[src/hw/rtl/tpsg_pkg.sv]
// tpsg_pkg: shared types, constants and the quarter-wave sine table builder
// for the three-phase sine generator. No dependencies.
package tpsg_pkg;

  localparam int SINE_TABLE_BITS  = 10;
  localparam int SINE_SAMPLE_BITS = 16;

  localparam int QUARTER_LEN = 1 << SINE_TABLE_BITS;
  localparam int ROM_AW      = SINE_TABLE_BITS + 1;     // addresses 0..QUARTER_LEN
  localparam int ROM_DW      = SINE_SAMPLE_BITS + 1;    // magnitude up to 2^SAMPLE_BITS
  localparam int SINE_W      = SINE_SAMPLE_BITS + 2;    // signed sine sample

  localparam int STEP_W = 40;
  localparam logic [STEP_W-1:0] STEP_RESET = 40'd28147497671;

  localparam int MUL_W  = 33;
  localparam int PROD_W = 2 * MUL_W;

  localparam logic [31:0] SHIFT_120 = 32'd1431655765;
  localparam logic [31:0] SHIFT_240 = 32'd2863311531;

  localparam int PHASE_IDX_W = 2;
  localparam logic [PHASE_IDX_W-1:0] PHASE_A_IDX = 2'd0;
  localparam logic [PHASE_IDX_W-1:0] PHASE_B_IDX = 2'd1;
  localparam logic [PHASE_IDX_W-1:0] LAST_PHASE  = 2'd2;

  localparam longint unsigned HALF_PI_Q30 = 64'd1686629713;

  typedef enum logic [3:0] {
    ST_IDLE,
    ST_INC_LO,
    ST_INC_HI,
    ST_ADVANCE,
    ST_LOOKUP,
    ST_MULT,
    ST_ROUND,
    ST_DONE
  } state_t;

  typedef enum logic [1:0] {
    MUL_INC_LO,
    MUL_INC_HI,
    MUL_SINE
  } mul_sel_t;

  typedef struct packed {
    logic                   idle;
    mul_sel_t               mul_sel;
    logic                   save_lo;
    logic                   advance;
    logic [PHASE_IDX_W-1:0] lookup_idx;
    logic [PHASE_IDX_W-1:0] res_idx;
    logic                   store_res;
    logic                   out_load;
  } ctrl_t;

  typedef logic [ROM_DW-1:0] sine_rom_t [0:QUARTER_LEN];

  // restoring long division, only evaluated while the table is built
  function automatic longint unsigned div_u64(input longint unsigned num,
                                              input longint unsigned den);
    logic [63:0] n;
    logic [63:0] q;
    logic [63:0] r;
    n = num;
    q = '0;
    r = '0;
    for (int b = 63; b >= 0; b--) begin
      r = {r[62:0], n[b]};
      if (r >= den) begin
        r    = r - den;
        q[b] = 1'b1;
      end
    end
    return q;
  endfunction

  // Q30 Taylor series, terms to x^17, each step truncated; rounded half up
  function automatic sine_rom_t build_sine_rom();
    sine_rom_t         rom;
    longint unsigned   x;
    longint unsigned   x2;
    longint unsigned   mag;
    longint unsigned   v;
    longint            sum;
    for (int i = 0; i <= QUARTER_LEN; i++) begin
      x   = (HALF_PI_Q30 * longint'(i)) >> SINE_TABLE_BITS;
      x2  = (x * x) >> 30;
      mag = x;
      sum = longint'(x);
      for (int k = 1; k <= 8; k++) begin
        mag = div_u64((mag * x2) >> 30, longint'((2 * k) * (2 * k + 1)));
        if (k % 2 == 1) begin
          sum = sum - longint'(mag);
        end else begin
          sum = sum + longint'(mag);
        end
      end
      if (sum < 0) begin
        sum = 0;
      end
      v = ((longint'(sum) << SINE_SAMPLE_BITS) + (64'd1 << 29)) >> 30;
      if (v > (64'd1 << SINE_SAMPLE_BITS)) begin
        v = 64'd1 << SINE_SAMPLE_BITS;
      end
      rom[i] = ROM_DW'(v);
    end
    return rom;
  endfunction

  function automatic logic [31:0] phase_shift(input logic [PHASE_IDX_W-1:0] idx);
    logic [31:0] s;
    unique case (idx)
      PHASE_A_IDX: s = 32'd0;
      PHASE_B_IDX: s = SHIFT_120;
      default:     s = SHIFT_240;
    endcase
    return s;
  endfunction

endpackage

[src/hw/rtl/tpsg_mul.sv]
// tpsg_mul: shared signed 33x33 multiplier with registered product.
// Depends on tpsg_pkg (operand widths).
module tpsg_mul (
  input  logic                               clk,
  input  logic signed [tpsg_pkg::MUL_W-1:0]  a,
  input  logic signed [tpsg_pkg::MUL_W-1:0]  b,
  output logic signed [tpsg_pkg::PROD_W-1:0] prod
);

  always_ff @(posedge clk) begin
    prod <= a * b;
  end

endmodule

[config.mk]
export PLATFORM = sky130hd
export DESIGN_NAME = tpsg_mul
export DESIGN_NICKNAME = d
export VERILOG_FILES = /design/src/hw/rtl/tpsg_pkg.sv /design/src/hw/rtl/tpsg_mul.sv
export SDC_FILE = /design/constraint.sdc
export NUM_CORES = 2
export LEC_CHECK = 0
export ABC_AREA = 1
export BUFFER_PORTS_ARGS = -buffer_cell sky130_fd_sc_hd__buf_4
export CAP_MARGIN = 20
export CELL_PAD_IN_SITES_DETAIL_PLACEMENT = 0
export CELL_PAD_IN_SITES_GLOBAL_PLACEMENT = 2
export CORE_UTILIZATION = 36
export CTS_CLUSTER_DIAMETER = 100
export DETAILED_ROUTE_END_ITERATION = 16
export PLACE_DENSITY = 0.87
export SLEW_MARGIN = 20
export SYNTH_ARGS = -nofsm -noshare
export SYNTH_HDL_FRONTEND = slang
export SYNTH_SLANG_ARGS = --single-unit
[constraint.sdc]
create_clock -name clk -period 7.1 [get_ports clk]
set_input_delay 0.355 -clock clk [delete_from_list [all_inputs] [get_ports clk]]
set_output_delay 0.355 -clock clk [all_outputs]
set_load 0.01 [all_outputs]
======== Word-level counts from Yosys, hierarchy flattened ========
Cells that the tools add are included.
storage, ports and cells
  register bits ........................... 66
  word-level logic and storage cells ...... 2
operators by class
  multiply operators ...................... 1
operator list
  kind                                            number
  33-bit by 33-bit multiplier with 66-bit output  1

======== Logic depth before layout (Yosys ltp) ========
  word-level depth ........................ 1
  depth in mapped cells ................... 34
  gate-level depth less buffers ........... 32

======== Least setup slack after synthesis ========
No wires, ideal clock.
  path kind ............................... input -> register
  from .................................... input port a[32] (netlist bit)
  to ...................................... register prod[60] (netlist bit)
  library setup time ...................... 113 ps
  required time ........................... 6,987 ps
  arrival ................................. 6,998 ps
  buffers on the path ..................... 2
  stages .................................. 23
  path slack .............................. -11 ps
  cell sequence ........................... clkbuf_1 -> clkbuf_1 -> nand2_1 -> inv_1 -> fa_1 -> fa_1 -> fa_1 -> fa_1 -> inv_1 -> fa_1 -> fa_1 -> fa_1 -> fa_1 -> inv_1 -> ha_1 -> nand2_1 -> nor2_1 -> inv_1 -> nor3_1 -> nand2_1 -> and2_0 -> nand4_1 -> nand2_1
on the way
  word-level cells in the longest chain between the ends .. 1
ends and longest elaborated chain
  what                                            RTL line        text
  start: declaration                              tpsg_mul.sv:5   input logic signed [tpsg_pkg::MUL_W-1:0] a,
  33-bit by 33-bit multiplier with 66-bit output  tpsg_mul.sv:11  prod <= a * b;
  end signal: assignment                          tpsg_mul.sv:11
  end: declaration                                tpsg_mul.sv:7   output logic signed [tpsg_pkg::PROD_W-1:0] prod
Every way passes these cells.

======== Worst setup path after layout ========
  from .................................... input port b[18] (netlist bit)
  to ...................................... register prod[32] (netlist bit)
on the way
  word-level cells in the longest chain between the ends .. 1
ends and longest elaborated chain
  what                                            RTL line        text
  start: declaration                              tpsg_mul.sv:6   input logic signed [tpsg_pkg::MUL_W-1:0] b,
  33-bit by 33-bit multiplier with 66-bit output  tpsg_mul.sv:11
Every way passes these cells.

==> flow_metrics.tcl <==
set metrics [dict create \
    arrival_ps 7070 \
    grt_pass1_wl_um 204000 \
    crit_top_cell "fa_1" \
    fp.dieH_um 348 \
    drc 0 \
    synth_edf_count 0 \
    max_freq_mhz 146 \
    grt_usage_pct 21.7 \
    fin_ws_ps 258 \
    finalSetupViolations 0 \
    outcome "completed" \
    cts_sinks 66 \
    dp_slack_ps -142 \
    yosysSeqAreaShare_pct 3.06 \
    grt_pass1_vias 36500 \
    syn_area_per_cell_um2 7.79 \
    dp_cells 7258 \
    place_hpwl_um 112000 \
    final_cells 7284 \
    synth_cells 5543 \
    path_class "in2reg" \
    antenna_found_initial 4 \
    rows 126 \
    largest_register_ffs 66 \
    ys_types 35 \
    synth.top_cells.by_count "1894 x inv_1, 1517 x nand2_1, 1145 x fa_1" \
    rsz0062_at_grt "no" \
    yosysMostFrequentCell "inv_1" \
    dieWidth_um 348 \
    synth_fp_nets 6972 \
    max_slew_margin_pct 61.0 \
    slew_viol_final 0 \
    end_kind "flop" \
    finalHoldViolCount 0 \
    ys_warn_count 0 \
    overflow 0 \
    cap_violations 0 \
    die_area_um2 121000 \
    clk_pin_slew_ps 60 \
    cts_root_buf "clkbuf_16" \
    critPathBufInv 6 \
    timing.final.crit_period_ps 6840 \
    worstPathCellList "buf_4, buf_4, nand2_1, fa_1, fa_1, inv_1, fa_1, fa_1, fa_1, fa_1, fa_1, inv_1, fa_1, inv_1, ha_1, nand2_1, nand2_1, a21oi_1, o21ai_0, a21oi_1, nand2_2, xor2_1, buf_4" \
    reg_top3 "prod (66)" \
    ios 133 \
    layout.nets 7107 \
    cts_tree "yes" \
    htreeDepth 3 \
    async_flop_share_pct 0 \
    grt_max_degree 34 \
    gp_congestion 0.888 \
    min_path_type "in2reg" \
    io_buffers 132 \
    drtIter0Drc 1713 \
    first_pass_iters 5 \
    timing.final.crit_share_pct 96.4 \
    yosys_register_bits 66 \
    area_growth_syn_to_layout_pct 10.7 \
    dr_total_vias 32600 \
    slowest_stage "fa_1" \
    synthTopCellsByArea "fa_1 53%, inv_1 16%, nand2_1 13%" \
    syn-cell-area_um2 43200 \
    via_per_inst 4.48 \
    clk_path_buf_depth 2 \
    wire_per_inst_um 17.1 \
    critPathTopFamily "adder cells" \
    max_stage_delay_ps 570 \
    required_ps 7330 \
    regMostFlops "prod" \
    synth_top_area_share_pct 53.1 \
    ys.flop_type "dfxtp_1" \
    initial_core_util_pct 36.4 \
    layout-drive-gt1-share_pct 8.34 \
    coreArea_um2 119000 \
    routed_wirelength_um 124000 \
    cts_buffers 9 \
    detail-route-antenna-nets 0 \
    start_kind "primary input" \
    synth.largest_area_cell "fa_1" \
    critPathMaxFanout 11 \
    tightest_slew_ps 584 \
]
==> repair_timing <==
action,CTS,global route
setup endpoints to repair,0,3
resized for setup,0,10
setup buffers,0,9
hold buffers,0,0
==> stage by stage <==
stage               cell area (µm²)  utilization, %  setup TNS [ps]  hold slack (ps)
global placement              47300            39.9            -184              751
finish                        47800            40.3               0              403
detailed placement            47300            39.9            -283              746
floorplan                     43200               -               0              619
global route                  47800            40.3               0              415
CTS                           47600            40.2               0              392
==> worst paths after layout <==
| kind | from | to | slack (ps) | cells after the start |
|---|---|---|---|---|
| setup / recovery | b[18] | prod[32]$_DFF_P_ | 260 | 23 |
| hold / removal | a[0] | prod[0]$_DFF_P_ | 400 | 3 |
==> cells in the final DEF (no fill, tap or decap), types with 6 or more instances in the layout <==
cell type  synthesis  final
o21bai_1          14     14
a21oi_1           61     60
o21ai_0           19     19
nand3_2            8      8
ha_1             217    217
buf_12             0     27
nor2_1           131    129
buf_4              0    358
nand4_1           19     19
nor2_2            20     22
clkbuf_16          0      9
nand3_1           70     70
dfxtp_1           66     66
nor3_1             7      6
nand2_1         1517   1516
xor2_1            37     37
fa_1            1145   1140
inv_1           1894   1894
nand2_2           17     18
==> logic make-up after synthesis <==
logic type / share of synthesized area, %
buffers and inverters: 18.8
AND/OR/NAND/NOR: 16.6
adder cells (fa/ha/maj): 59.4
AO/OA/AOI/OAI: 1.38
flip-flops: 3.06
XOR/XNOR: 0.832
==> metal layers <==
metal  global-route usage (%)  wire (µm)  vias up
met2                     39.0      63100      747
li1                         -          -    15200
met4                     5.62       3600        6
met1                     27.7      52300    16500
met3                     2.07       5280      167
met5                        0         49        -
==> layout make-up <==
class,count,area [µm²]
Inverter,1895,7110
Clock inverter,7,77.6
Clock buffer,9,225
Multi-Input combinational cell,3319,33800
Tap cell,1600,2000
Antenna cell,1,2.50
Timing Repair Buffer,387,3250
Fill cell,12300,70800
Sequential cell,66,1320
Power is left out: the tool's default activity adds up to more than one toggle a clock period on the data nets, which glitch-free logic cannot reach.
