<file path="config.mk">
export PLATFORM = sky130hd
export DESIGN_NAME = tpsg_ctrl
export DESIGN_NICKNAME = d
export VERILOG_FILES = /design/src/hw/rtl/tpsg_pkg.sv /design/src/hw/rtl/tpsg_ctrl.sv
export SDC_FILE = /design/constraint.sdc
export NUM_CORES = 1
export LEC_CHECK = 0
export ABC_CLOCK_PERIOD_IN_PS = 3000
export BUFFER_PORTS_ARGS = -buffer_cell sky130_fd_sc_hd__buf_2
export CAP_MARGIN = 40
export CORE_AREA = 4 4 41 43
export DETAILED_ROUTE_END_ITERATION = 8
export DIE_AREA = 0 0 45 47
export SLEW_MARGIN = 20
export SYNTH_ARGS = -nofsm -noshare
export SYNTH_HDL_FRONTEND = slang
export SYNTH_SLANG_ARGS = --single-unit
</file>
<file path="constraint.sdc">
create_clock -name clk -period 3 [get_ports clk]
set_input_delay 0.45 -clock clk [delete_from_list [all_inputs] [get_ports clk]]
set_output_delay 0.45 -clock clk [all_outputs]
set_load 0.005 [all_outputs]
</file>
<file path="src/hw/rtl/tpsg_pkg.sv">
// tpsg_pkg: shared types, constants and the quarter-wave sine table builder
// for the three-phase sine generator. No dependencies.
package tpsg_pkg;

  localparam int SINE_TABLE_BITS  = 10;
  localparam int SINE_SAMPLE_BITS = 16;

  localparam int QUARTER_LEN = 1 << SINE_TABLE_BITS;
  localparam int ROM_AW      = SINE_TABLE_BITS + 1;     // addresses 0..QUARTER_LEN
  localparam int ROM_DW      = SINE_SAMPLE_BITS + 1;    // magnitude up to 2^SAMPLE_BITS
  localparam int SINE_W      = SINE_SAMPLE_BITS + 2;    // signed sine sample

  localparam int STEP_W = 40;
  localparam logic [STEP_W-1:0] STEP_RESET = 40'd28147497671;

  localparam int MUL_W  = 33;
  localparam int PROD_W = 2 * MUL_W;

  localparam logic [31:0] SHIFT_120 = 32'd1431655765;
  localparam logic [31:0] SHIFT_240 = 32'd2863311531;

  localparam int PHASE_IDX_W = 2;
  localparam logic [PHASE_IDX_W-1:0] PHASE_A_IDX = 2'd0;
  localparam logic [PHASE_IDX_W-1:0] PHASE_B_IDX = 2'd1;
  localparam logic [PHASE_IDX_W-1:0] LAST_PHASE  = 2'd2;

  localparam longint unsigned HALF_PI_Q30 = 64'd1686629713;

  typedef enum logic [3:0] {
    ST_IDLE,
    ST_INC_LO,
    ST_INC_HI,
    ST_ADVANCE,
    ST_LOOKUP,
    ST_MULT,
    ST_ROUND,
    ST_DONE
  } state_t;

  typedef enum logic [1:0] {
    MUL_INC_LO,
    MUL_INC_HI,
    MUL_SINE
  } mul_sel_t;

  typedef struct packed {
    logic                   idle;
    mul_sel_t               mul_sel;
    logic                   save_lo;
    logic                   advance;
    logic [PHASE_IDX_W-1:0] lookup_idx;
    logic [PHASE_IDX_W-1:0] res_idx;
    logic                   store_res;
    logic                   out_load;
  } ctrl_t;

  typedef logic [ROM_DW-1:0] sine_rom_t [0:QUARTER_LEN];

  // restoring long division, only evaluated while the table is built
  function automatic longint unsigned div_u64(input longint unsigned num,
                                              input longint unsigned den);
    logic [63:0] n;
    logic [63:0] q;
    logic [63:0] r;
    n = num;
    q = '0;
    r = '0;
    for (int b = 63; b >= 0; b--) begin
      r = {r[62:0], n[b]};
      if (r >= den) begin
        r    = r - den;
        q[b] = 1'b1;
      end
    end
    return q;
  endfunction

  // Q30 Taylor series, terms to x^17, each step truncated; rounded half up
  function automatic sine_rom_t build_sine_rom();
    sine_rom_t         rom;
    longint unsigned   x;
    longint unsigned   x2;
    longint unsigned   mag;
    longint unsigned   v;
    longint            sum;
    for (int i = 0; i <= QUARTER_LEN; i++) begin
      x   = (HALF_PI_Q30 * longint'(i)) >> SINE_TABLE_BITS;
      x2  = (x * x) >> 30;
      mag = x;
      sum = longint'(x);
      for (int k = 1; k <= 8; k++) begin
        mag = div_u64((mag * x2) >> 30, longint'((2 * k) * (2 * k + 1)));
        if (k % 2 == 1) begin
          sum = sum - longint'(mag);
        end else begin
          sum = sum + longint'(mag);
        end
      end
      if (sum < 0) begin
        sum = 0;
      end
      v = ((longint'(sum) << SINE_SAMPLE_BITS) + (64'd1 << 29)) >> 30;
      if (v > (64'd1 << SINE_SAMPLE_BITS)) begin
        v = 64'd1 << SINE_SAMPLE_BITS;
      end
      rom[i] = ROM_DW'(v);
    end
    return rom;
  endfunction

  function automatic logic [31:0] phase_shift(input logic [PHASE_IDX_W-1:0] idx);
    logic [31:0] s;
    unique case (idx)
      PHASE_A_IDX: s = 32'd0;
      PHASE_B_IDX: s = SHIFT_120;
      default:     s = SHIFT_240;
    endcase
    return s;
  endfunction

endpackage

</file>
<file path="src/hw/rtl/tpsg_ctrl.sv">
// tpsg_ctrl: sequencer that steps the shared multiplier through the
// phase increment and the three sine products. Depends on tpsg_pkg.
module tpsg_ctrl (
  input  logic            clk,
  input  logic            rst,
  input  logic            in_valid,
  input  logic            action,
  input  logic            out_free,
  output tpsg_pkg::ctrl_t ctrl
);

  tpsg_pkg::state_t state;
  tpsg_pkg::state_t state_next;
  logic [tpsg_pkg::PHASE_IDX_W-1:0] idx;
  logic [tpsg_pkg::PHASE_IDX_W-1:0] idx_next;

  always_ff @(posedge clk) begin
    if (rst) begin
      state <= tpsg_pkg::ST_IDLE;
      idx   <= '0;
    end else begin
      state <= state_next;
      idx   <= idx_next;
    end
  end

  // next state
  always_comb begin
    state_next = state;
    idx_next   = idx;
    unique case (state)
      tpsg_pkg::ST_IDLE: begin
        if (in_valid && !action) begin
          state_next = tpsg_pkg::ST_INC_LO;
        end
      end
      tpsg_pkg::ST_INC_LO:  state_next = tpsg_pkg::ST_INC_HI;
      tpsg_pkg::ST_INC_HI:  state_next = tpsg_pkg::ST_ADVANCE;
      tpsg_pkg::ST_ADVANCE: begin
        state_next = tpsg_pkg::ST_LOOKUP;
        idx_next   = '0;
      end
      tpsg_pkg::ST_LOOKUP:  state_next = tpsg_pkg::ST_MULT;
      tpsg_pkg::ST_MULT:    state_next = tpsg_pkg::ST_ROUND;
      tpsg_pkg::ST_ROUND: begin
        idx_next = idx + 1'b1;
        if (idx == tpsg_pkg::LAST_PHASE) begin
          state_next = tpsg_pkg::ST_DONE;
        end else begin
          state_next = tpsg_pkg::ST_MULT;
        end
      end
      tpsg_pkg::ST_DONE: begin
        if (out_free) begin
          state_next = tpsg_pkg::ST_IDLE;
        end
      end
      default: state_next = tpsg_pkg::ST_IDLE;
    endcase
  end

  // outputs
  always_comb begin
    ctrl            = '0;
    ctrl.mul_sel    = tpsg_pkg::MUL_SINE;
    ctrl.lookup_idx = idx;
    ctrl.res_idx    = idx;
    unique case (state)
      tpsg_pkg::ST_IDLE:    ctrl.idle = 1'b1;
      tpsg_pkg::ST_INC_LO:  ctrl.mul_sel = tpsg_pkg::MUL_INC_LO;
      tpsg_pkg::ST_INC_HI: begin
        ctrl.mul_sel = tpsg_pkg::MUL_INC_HI;
        ctrl.save_lo = 1'b1;
      end
      tpsg_pkg::ST_ADVANCE: ctrl.advance = 1'b1;
      tpsg_pkg::ST_LOOKUP:  ctrl.lookup_idx = '0;
      tpsg_pkg::ST_MULT:    ctrl.mul_sel = tpsg_pkg::MUL_SINE;
      tpsg_pkg::ST_ROUND: begin
        // fetch the next phase's sample while this one is rounded
        ctrl.store_res  = 1'b1;
        ctrl.lookup_idx = idx + 1'b1;
      end
      tpsg_pkg::ST_DONE:    ctrl.out_load = out_free;
      default:              ctrl.idle = 1'b0;
    endcase
  end

endmodule
</file>
After elaboration in Yosys (flattened, before gate mapping)
Index checks and enable logic that the tools add are counted.
{"block": "word_totals", "register_bits": 6, "in_bits": 5, "output_inout_bits": 11, "elab_cells": 30}
{"block": "op_classes", "add_sub_neg": 1, "eq_ne": 10, "n_mux": 12, "reduce_logical": 5}
{"operator": "one-hot mux 4 bit (8 select lines)", "count": 1}
{"operator": "== test 4 x 3 -> 1 bit, second input constant", "count": 4}
{"operator": "one-hot mux 2 bit (2 select lines)", "count": 3}
{"operator": "== test 4 x 2 -> 1 bit, second input constant", "count": 2}
{"operator": "two-way mux 4 bit", "count": 2}
{"operator": "two-way mux 1 bit", "count": 5}
{"operator": "== test 4 x 1 -> 1 bit, second input constant", "count": 1}
{"operator": "logical NOT 4 bit", "count": 1}
{"operator": "!= test 2 bit, second input constant", "count": 2}
{"operator": "adder 2 x 1 -> 2 bit, second input constant", "count": 1}
{"operator": "== test 2 bit, second input constant", "count": 1}
{"operator": "two-way mux 2 bit", "count": 1}
{"operator": "AND reduction 2 bit", "count": 1}
{"operator": "nonzero test 2 bit", "count": 1}
{"operator": "logical AND 1 bit", "count": 1}
{"operator": "logical NOT 1 bit", "count": 1}

Longest topological paths before layout
Gate-level depths: netlist of run 1.
{"block": "depth", "ltp_word": 4, "depth_mapped": 5}

Worst setup path after synthesis of run 1
Ideal clock, no wire load.
{"block": "synth_timing", "kind": "flip-flop to output port", "startpoint": "register idx[0] in the netlist's numbering", "endpoint": "output ctrl[5] in the netlist's numbering", "t_arrival_ps": 952, "t_required_ps": 2550, "path_slack_ps": 1598, "stages_incl_launch_ff": 5, "n_path_buf": 0, "path_cell_list": "dfxtp_1 inv_1 ha_1 nand3b_1 o21ai_0"}
{"item": "start: declaration", "line": "tpsg_ctrl.sv:14", "text": "logic [tpsg_pkg::PHASE_IDX_W-1:0] idx;"}
{"item": "start signal: assignment", "line": "tpsg_ctrl.sv:23", "text": "idx <= idx_next;"}
{"item": "end: declaration", "line": "tpsg_ctrl.sv:9", "text": "output tpsg_pkg::ctrl_t ctrl"}

==> results of run 1 <==
stage by stage:
stage	total power [mW]	setup slack [ps]
final	0.174	1180
after global routing	0.186	1060
after CTS	0.177	1170
after detailed placement	0.0996	1440
after global placement	0.0995	1440
after floorplan	0.0938	1600
path summary, 6_finish.rpt:
path / slack, ps / start / to / cells past startpoint
max: 1180 / idx[0]$_SDFFE_PP0P_ / ctrl[5] / 5
min reg2reg: 520 / idx[0]$_SDFFE_PP0P_ / idx[0]$_SDFFE_PP0P_ / 2
min: 460 / rst / state[1]$_SDFFE_PP0P_ / 2
max reg2reg: 1760 / idx[0]$_SDFFE_PP0P_ / state[1]$_SDFFE_PP0P_ / 5
synth_stat cells:
| library cell | count | share of area (%) |
|---|---|---|
| nand2b_1 | 2 | 3.6 |
| a31oi_1 | 2 | 3.6 |
| a21oi_1 | 2 | 2.9 |
| nand2_1 | 5 | 5.4 |
| nor3_2 | 1 | 2.9 |
| nor2_1 | 3 | 3.2 |
| o21ai_1 | 2 | 2.9 |
| nor2b_1 | 1 | 1.8 |
| a2111oi_2 | 1 | 4.3 |
| a221oi_1 | 1 | 2.5 |
| buf_6 | 2 | 6.5 |
| nand3_1 | 3 | 4.3 |
| inv_1 | 2 | 2.2 |
| and2_1 | 1 | 1.8 |
| dfxtp_1 | 5 | 29 |
| ha_1 | 1 | 3.6 |
| nor3b_1 | 1 | 2.2 |
| buf_4 | 2 | 4.3 |
| nand3b_1 | 1 | 2.2 |
| xor2_1 | 1 | 2.5 |
| o21ai_0 | 1 | 1.4 |
| or2b_1 | 1 | 2.2 |
| nor3_1 | 1 | 1.4 |
| nor2b_4 | 1 | 3.9 |
worst reg2reg max path, cell delays in order, from the launching register on:
cell	delay (ps)
dfxtp_1	370
inv_1	90
ha_1	200
or2b_1	210
a21oi_1	170
a2111oi_2	70
state kept, by name, indices dropped and copies added (netlist names):
register	flops
state	3
idx	2
cell type report:
type                       instances  area [µm²]  area share [%]
inverter                           2        7.51            1.74
tap                               15        18.8            4.35
clock buffer                       4        26.3            6.09
sequential                         5         100            23.2
multi-input combinational         32         204            47.2
timing repair buffer              15        75.1            17.4
cells by family (layout without fill, tap and decap cells):
group           Yosys count  in the layout  synth area share (%)
simple gates             21             21                  34.8
compound gates            9              9                  17.6
buf+inv                   6             21                  12.9
flops                     5              5                  28.7
fa+ha+maj                 1              1                  3.58
xor+xnor                  1              1                  2.51
power by group:
part	switching [mW]	total, mW	internal, mW
clock	0.0262	0.0764	0.0502
sequential	0.00775	0.0768	0.0691
combinational	0.00975	0.0212	0.0114
metal layers:
metal | track usage (%) | up-vias | wire [µm]
met5 | 0 | - | 0
met4 | 0 | 0 | 0
met1 | 11.6 | 146 | 402
met2 | 12.1 | 15 | 290
met3 | 6.13 | 0 | 84
li1 | - | 180 | -
cell usage in the layout (no fill, tap or decap), drive strengths merged, types with 3 or more instances in the layout:
master / n
nand2: 5
o21ai: 3
nand3: 3
clkbuf: 4
dfxtp: 5
nor2: 3
buf: 15
==> impl_metrics.json, run 1 <==
{
  "status": "finished, final reports clean",
  "power_density_mw_per_mm2": 404,
  "finalSetupTns_ps": 0,
  "max_cap_viol_count": 0,
  "slew_violations": 0,
  "cp.arrival_ps": 1370,
  "holdWs_ps": 458,
  "grt_max_degree": 13,
  "diodes": 0,
  "hold_path.class": "input pin to register",
  "endpoint_kind": "output pin",
  "post_dp_cell_area_um2": 405,
  "drt-total-wl_um": 776,
  "drt_iter0_markers": 2,
  "post-route-cell-area_um2": 432,
  "grt_pass1_vias": 311,
  "vdd_drop_max_mv": 0.405,
  "cts_resized": 0,
  "fin_nets": 65,
  "design.core.area_mm2": 0.00130,
  "worst-setup-path-type": "register to output pin",
  "cp_cell_sequence": "inv_1 -> ha_1 -> nand3b_1 -> o21ai_0 -> buf_2",
  "critPathRequiredTime_ps": 2550,
  "slew_headroom_pct": 70.4,
  "post-place-cells": 69,
  "start_util_pct": 26.8,
  "drt-wirelength-per-cell_um": 10.6,
  "syn_inst": 43,
  "synth.yosys.seq_area_share_pct": 28.7,
  "overflow": 0,
  "fin_util_pct": 33.2,
  "die_x_um": 45,
  "worstPathMaxFanout": 4,
  "htreeDepth": 1,
  "grt_pass1_wl_um": 1320,
  "clk_latency_ps": 240,
  "die-area_mm2": 0.00212,
  "fp-row-count": 13,
  "worst-path-buf-inv": 2,
  "gp_congestion": 0.754,
  "start_kind": "register",
  "syn_nets": 49,
  "fin_crit_ps": 1820,
  "detail-route-antenna-nets": 0,
  "cp_slowest_cell": "dfxtp_1",
  "drive_above_1_share_pct": 36.2,
  "ios": 16,
  "final.fill_count": 153,
  "dieHeight_um": 47,
  "clk_path_buf_depth": 2,
  "grt_use_total_pct": 8.70,
  "drcViolationCount": 0,
  "final-setup-viol-count": 0,
  "port_buffers": 15,
  "dp_hpwl_um": 582,
  "rsz0062_at_grt": "false",
  "via_count": 341,
  "first_pass_iters": 2,
  "clk_pin_slew_ps": 40,
  "cts_hold_buffers": 0,
  "ys_ff_latch": 5,
  "synth.distinct_cells": 24,
  "tritoncts": "built",
  "antenna_found_initial": 0,
  "cts.sinks": 5,
  "clock.fmax_ghz": 0.548,
  "critical_path.top_delay_family": "flip-flops",
  "avgSynthCellArea_um2": 8.12,
  "tightestPinTransition_ps": 443,
  "slowest_delay_ps": 370,
  "numCtsBuffers": 3,
  "skew_ps": 0.966,
  "hold_violations": 0,
  "cts_root_buf": "clkbuf_4",
  "fin_crit_sh_pct": 60.8,
  "final_cell_count_no_fill": 73,
  "syn_area_um2": 349,
  "postCtsSetupBuffers": 0,
  "viasPerCell": 4.67,
  "syn2layout_area_growth_pct": 23.7,
  "power.leakage_nw": 0.185,
  "yosysWarnings": 0
}
Note: power is estimated with default switching activity, not from simulation.
==> inputs of run 2 (changes only) <==
--- a/config.mk
+++ b/config.mk
@@ -5,7 +5,7 @@
 export SDC_FILE = /design/constraint.sdc
 export NUM_CORES = 1
 export LEC_CHECK = 0
-export ABC_CLOCK_PERIOD_IN_PS = 3000
+export ABC_CLOCK_PERIOD_IN_PS = 1700
 export BUFFER_PORTS_ARGS = -buffer_cell sky130_fd_sc_hd__buf_2
 export CAP_MARGIN = 40
 export CORE_AREA = 4 4 41 43
==> constraint.sdc (replaced) <==
create_clock -name clk -period 1.7 [get_ports clk]
set_input_delay 0.255 -clock clk [delete_from_list [all_inputs] [get_ports clk]]
set_output_delay 0.255 -clock clk [all_outputs]
set_load 0.005 [all_outputs]
==> run 2 against run 1 <==
Routed wire length is 9.0% higher. Sequential power is 76% higher. Non-clock buffer count is 2 higher. Cell count is 2.7% higher. Critical endpoint unchanged. Largest power group is now the clock network. Largest cell class unchanged. Hold slack worse by 210 ps. Total power is 78% higher. Clock-buffer cell count stayed put.
==> impl_metrics.json, run 2 (same netlist as run 1, synthesis figures left out) <==
{
  "dp_hpwl_um": 626,
  "grt_max_degree": 12,
  "hp-start": "rst",
  "fin_nets": 67,
  "grt_use_total_pct": 9.00,
  "cp_cell_sequence": "inv_1 -> ha_1 -> nand3b_1 -> o21ai_1 -> buf_2",
  "rr_worst_depth": 5,
  "overflow": 0,
  "critical_path.top_delay_family": "flip-flops",
  "viasPerCell": 4.52,
  "ios": 16,
  "drt-wirelength-per-cell_um": 11.3,
  "holdPathStages": 2,
  "fp-row-count": 13,
  "multiInputGateArea_um2": 204,
  "via_count": 339,
  "die_x_um": 45,
  "fin_util_pct": 34.4,
  "drt_iter0_markers": 2,
  "layout_common_cells": "15 x buf_2, 5 x nand2_1, 4 x dfxtp_1",
  "drt-total-wl_um": 846,
  "hold_violations": 0,
  "start_kind": "register",
  "detail-route-antenna-nets": 0,
  "power.leakage_nw": 0.197,
  "antenna_found_initial": 0,
  "syn2layout_area_growth_pct": 28.3,
  "clk_pin_slew_ps": 40,
  "clk_latency_ps": 240,
  "slew_headroom_pct": 69.8,
  "numCtsBuffers": 3,
  "post_dp_cell_area_um2": 413,
  "worstHoldEndpoint": "state[1]$_SDFFE_PP0P_",
  "largest_register_ffs": 3,
  "max_cap_viol_count": 0,
  "skew_ps": 1.02,
  "drive_above_1_share_pct": 40.0,
  "fin_crit_ps": 1570,
  "cp_slowest_cell": "dfxtp_2",
  "drcViolationCount": 0,
  "cp.arrival_ps": 1310,
  "final.fill_count": 157,
  "endpoint_kind": "output pin",
  "grt_pass1_wl_um": 1340,
  "tightestPinTransition_ps": 452,
  "worst-setup-path-type": "register to output pin",
  "r2r_start": "idx[0]$_SDFFE_PP0P_",
  "cts.sinks": 5,
  "worst-path-buf-inv": 2,
  "first_pass_iters": 2,
  "slew_violations": 0,
  "dieHeight_um": 47,
  "rsz0062_at_grt": "false",
  "grt_pass1_vias": 285,
  "port_buffers": 15,
  "holdWs_ps": 244,
  "seq_area_um2": 101,
  "cts_hold_buffers": 0,
  "critPathRequiredTime_ps": 1440,
  "start_util_pct": 26.8,
  "diodes": 0,
  "tritoncts": "built",
  "rrSetupSlack_ps": 520,
  "vdd_drop_max_mv": 0.455,
  "htreeDepth": 1,
  "hold_path.class": "input pin to register",
  "cts_root_buf": "clkbuf_4",
  "design.core.area_mm2": 0.00130,
  "slowest_delay_ps": 340,
  "die-area_mm2": 0.00212,
  "clock.fmax_ghz": 0.637,
  "clk_path_buf_depth": 2,
  "worstPathMaxFanout": 3,
  "rr_endpoint": "state[1]$_SDFFE_PP0P_",
  "finalSetupTns_ps": 0,
  "final_common_cell": "buf_2",
  "final-setup-viol-count": 0,
  "reg_top3": "state: 3 flops, idx: 2 flops",
  "top_register": "state",
  "gp_congestion": 0.732,
  "power_density_mw_per_mm2": 694,
  "fin_crit_sh_pct": 92.3,
  "status": "finished, final reports clean",
  "post-route-cell-area_um2": 448
}
run 2: how the worst max path moves through the flow:
| stage | startpoint | endpoint | slack, ps | cells past startpoint |
|---|---|---|---|---|
| 2_1_floorplan | idx[0]$_SDFFE_PP0P_ | ctrl[5] | 490 | 4 |
| 3_3_place_gp | idx[0]$_SDFFE_PP0P_ | ctrl[5] | 320 | 5 |
| 3_5_place_dp | idx[0]$_SDFFE_PP0P_ | ctrl[5] | 320 | 5 |
| 4_1_cts | idx[0]$_SDFFE_PP0P_ | ctrl[5] | 50 | 5 |
| 5_1_grt | idx[0]$_SDFFE_PP0P_ | ctrl[5] | 2 | 5 |
| 6_report | idx[0]$_SDFFE_PP0P_ | ctrl[5] | 130 | 5 |
run 2: stage by stage:
stage / setup WS (ps) / cells / power (mW)
floorplan: 493 / 43 / 0.166
global placement: 319 / 70 / 0.176
detailed placement: 324 / 70 / 0.176
CTS: 50.5 / 74 / 0.318
global route: 1.61 / 75 / 0.332
finish: 130 / 75 / 0.311
run 2: worst reg2reg max path: cells and delay by family, from the launching register on:
| kind | cells | cell delay, ps |
|---|---|---|
| flops | 1 | 340 |
| fa+ha+maj | 1 | 180 |
| compound gates | 2 | 250 |
| buf+inv | 1 | 70 |
| simple gates | 1 | 210 |
run 2: power breakdown:
part	switching [mW]	internal [mW]	leakage [nW]
registers	0.0132	0.122	0.0410
logic	0.0179	0.0206	0.141
clock network	0.0487	0.0887	0.0150
run 2: layer usage:
layer / track usage, % / share of wire, % / vias to the layer above
met5: 0 / 0 / -
met4: 1.75 / 0 / 0
met3: 6.13 / 11 / 0
met2: 11.9 / 42 / 16
met1: 12.0 / 47 / 141
li1: - / - / 182
run 2: what timing repair did:
action | in CTS | in global routing
endpoints found under the setup margin | 0 | 1
hold endpoints to repair | 0 | 0
resized for setup | 0 | 2
setup buffers | 0 | 1
run 2: final cells by class:
type,count,area share (%)
repair buffers,17,20.1
multi-input cells,32,45.5
well taps,15,4.19
clock buffers,4,5.87
flip-flops and latches,5,22.6
inverters,2,1.68
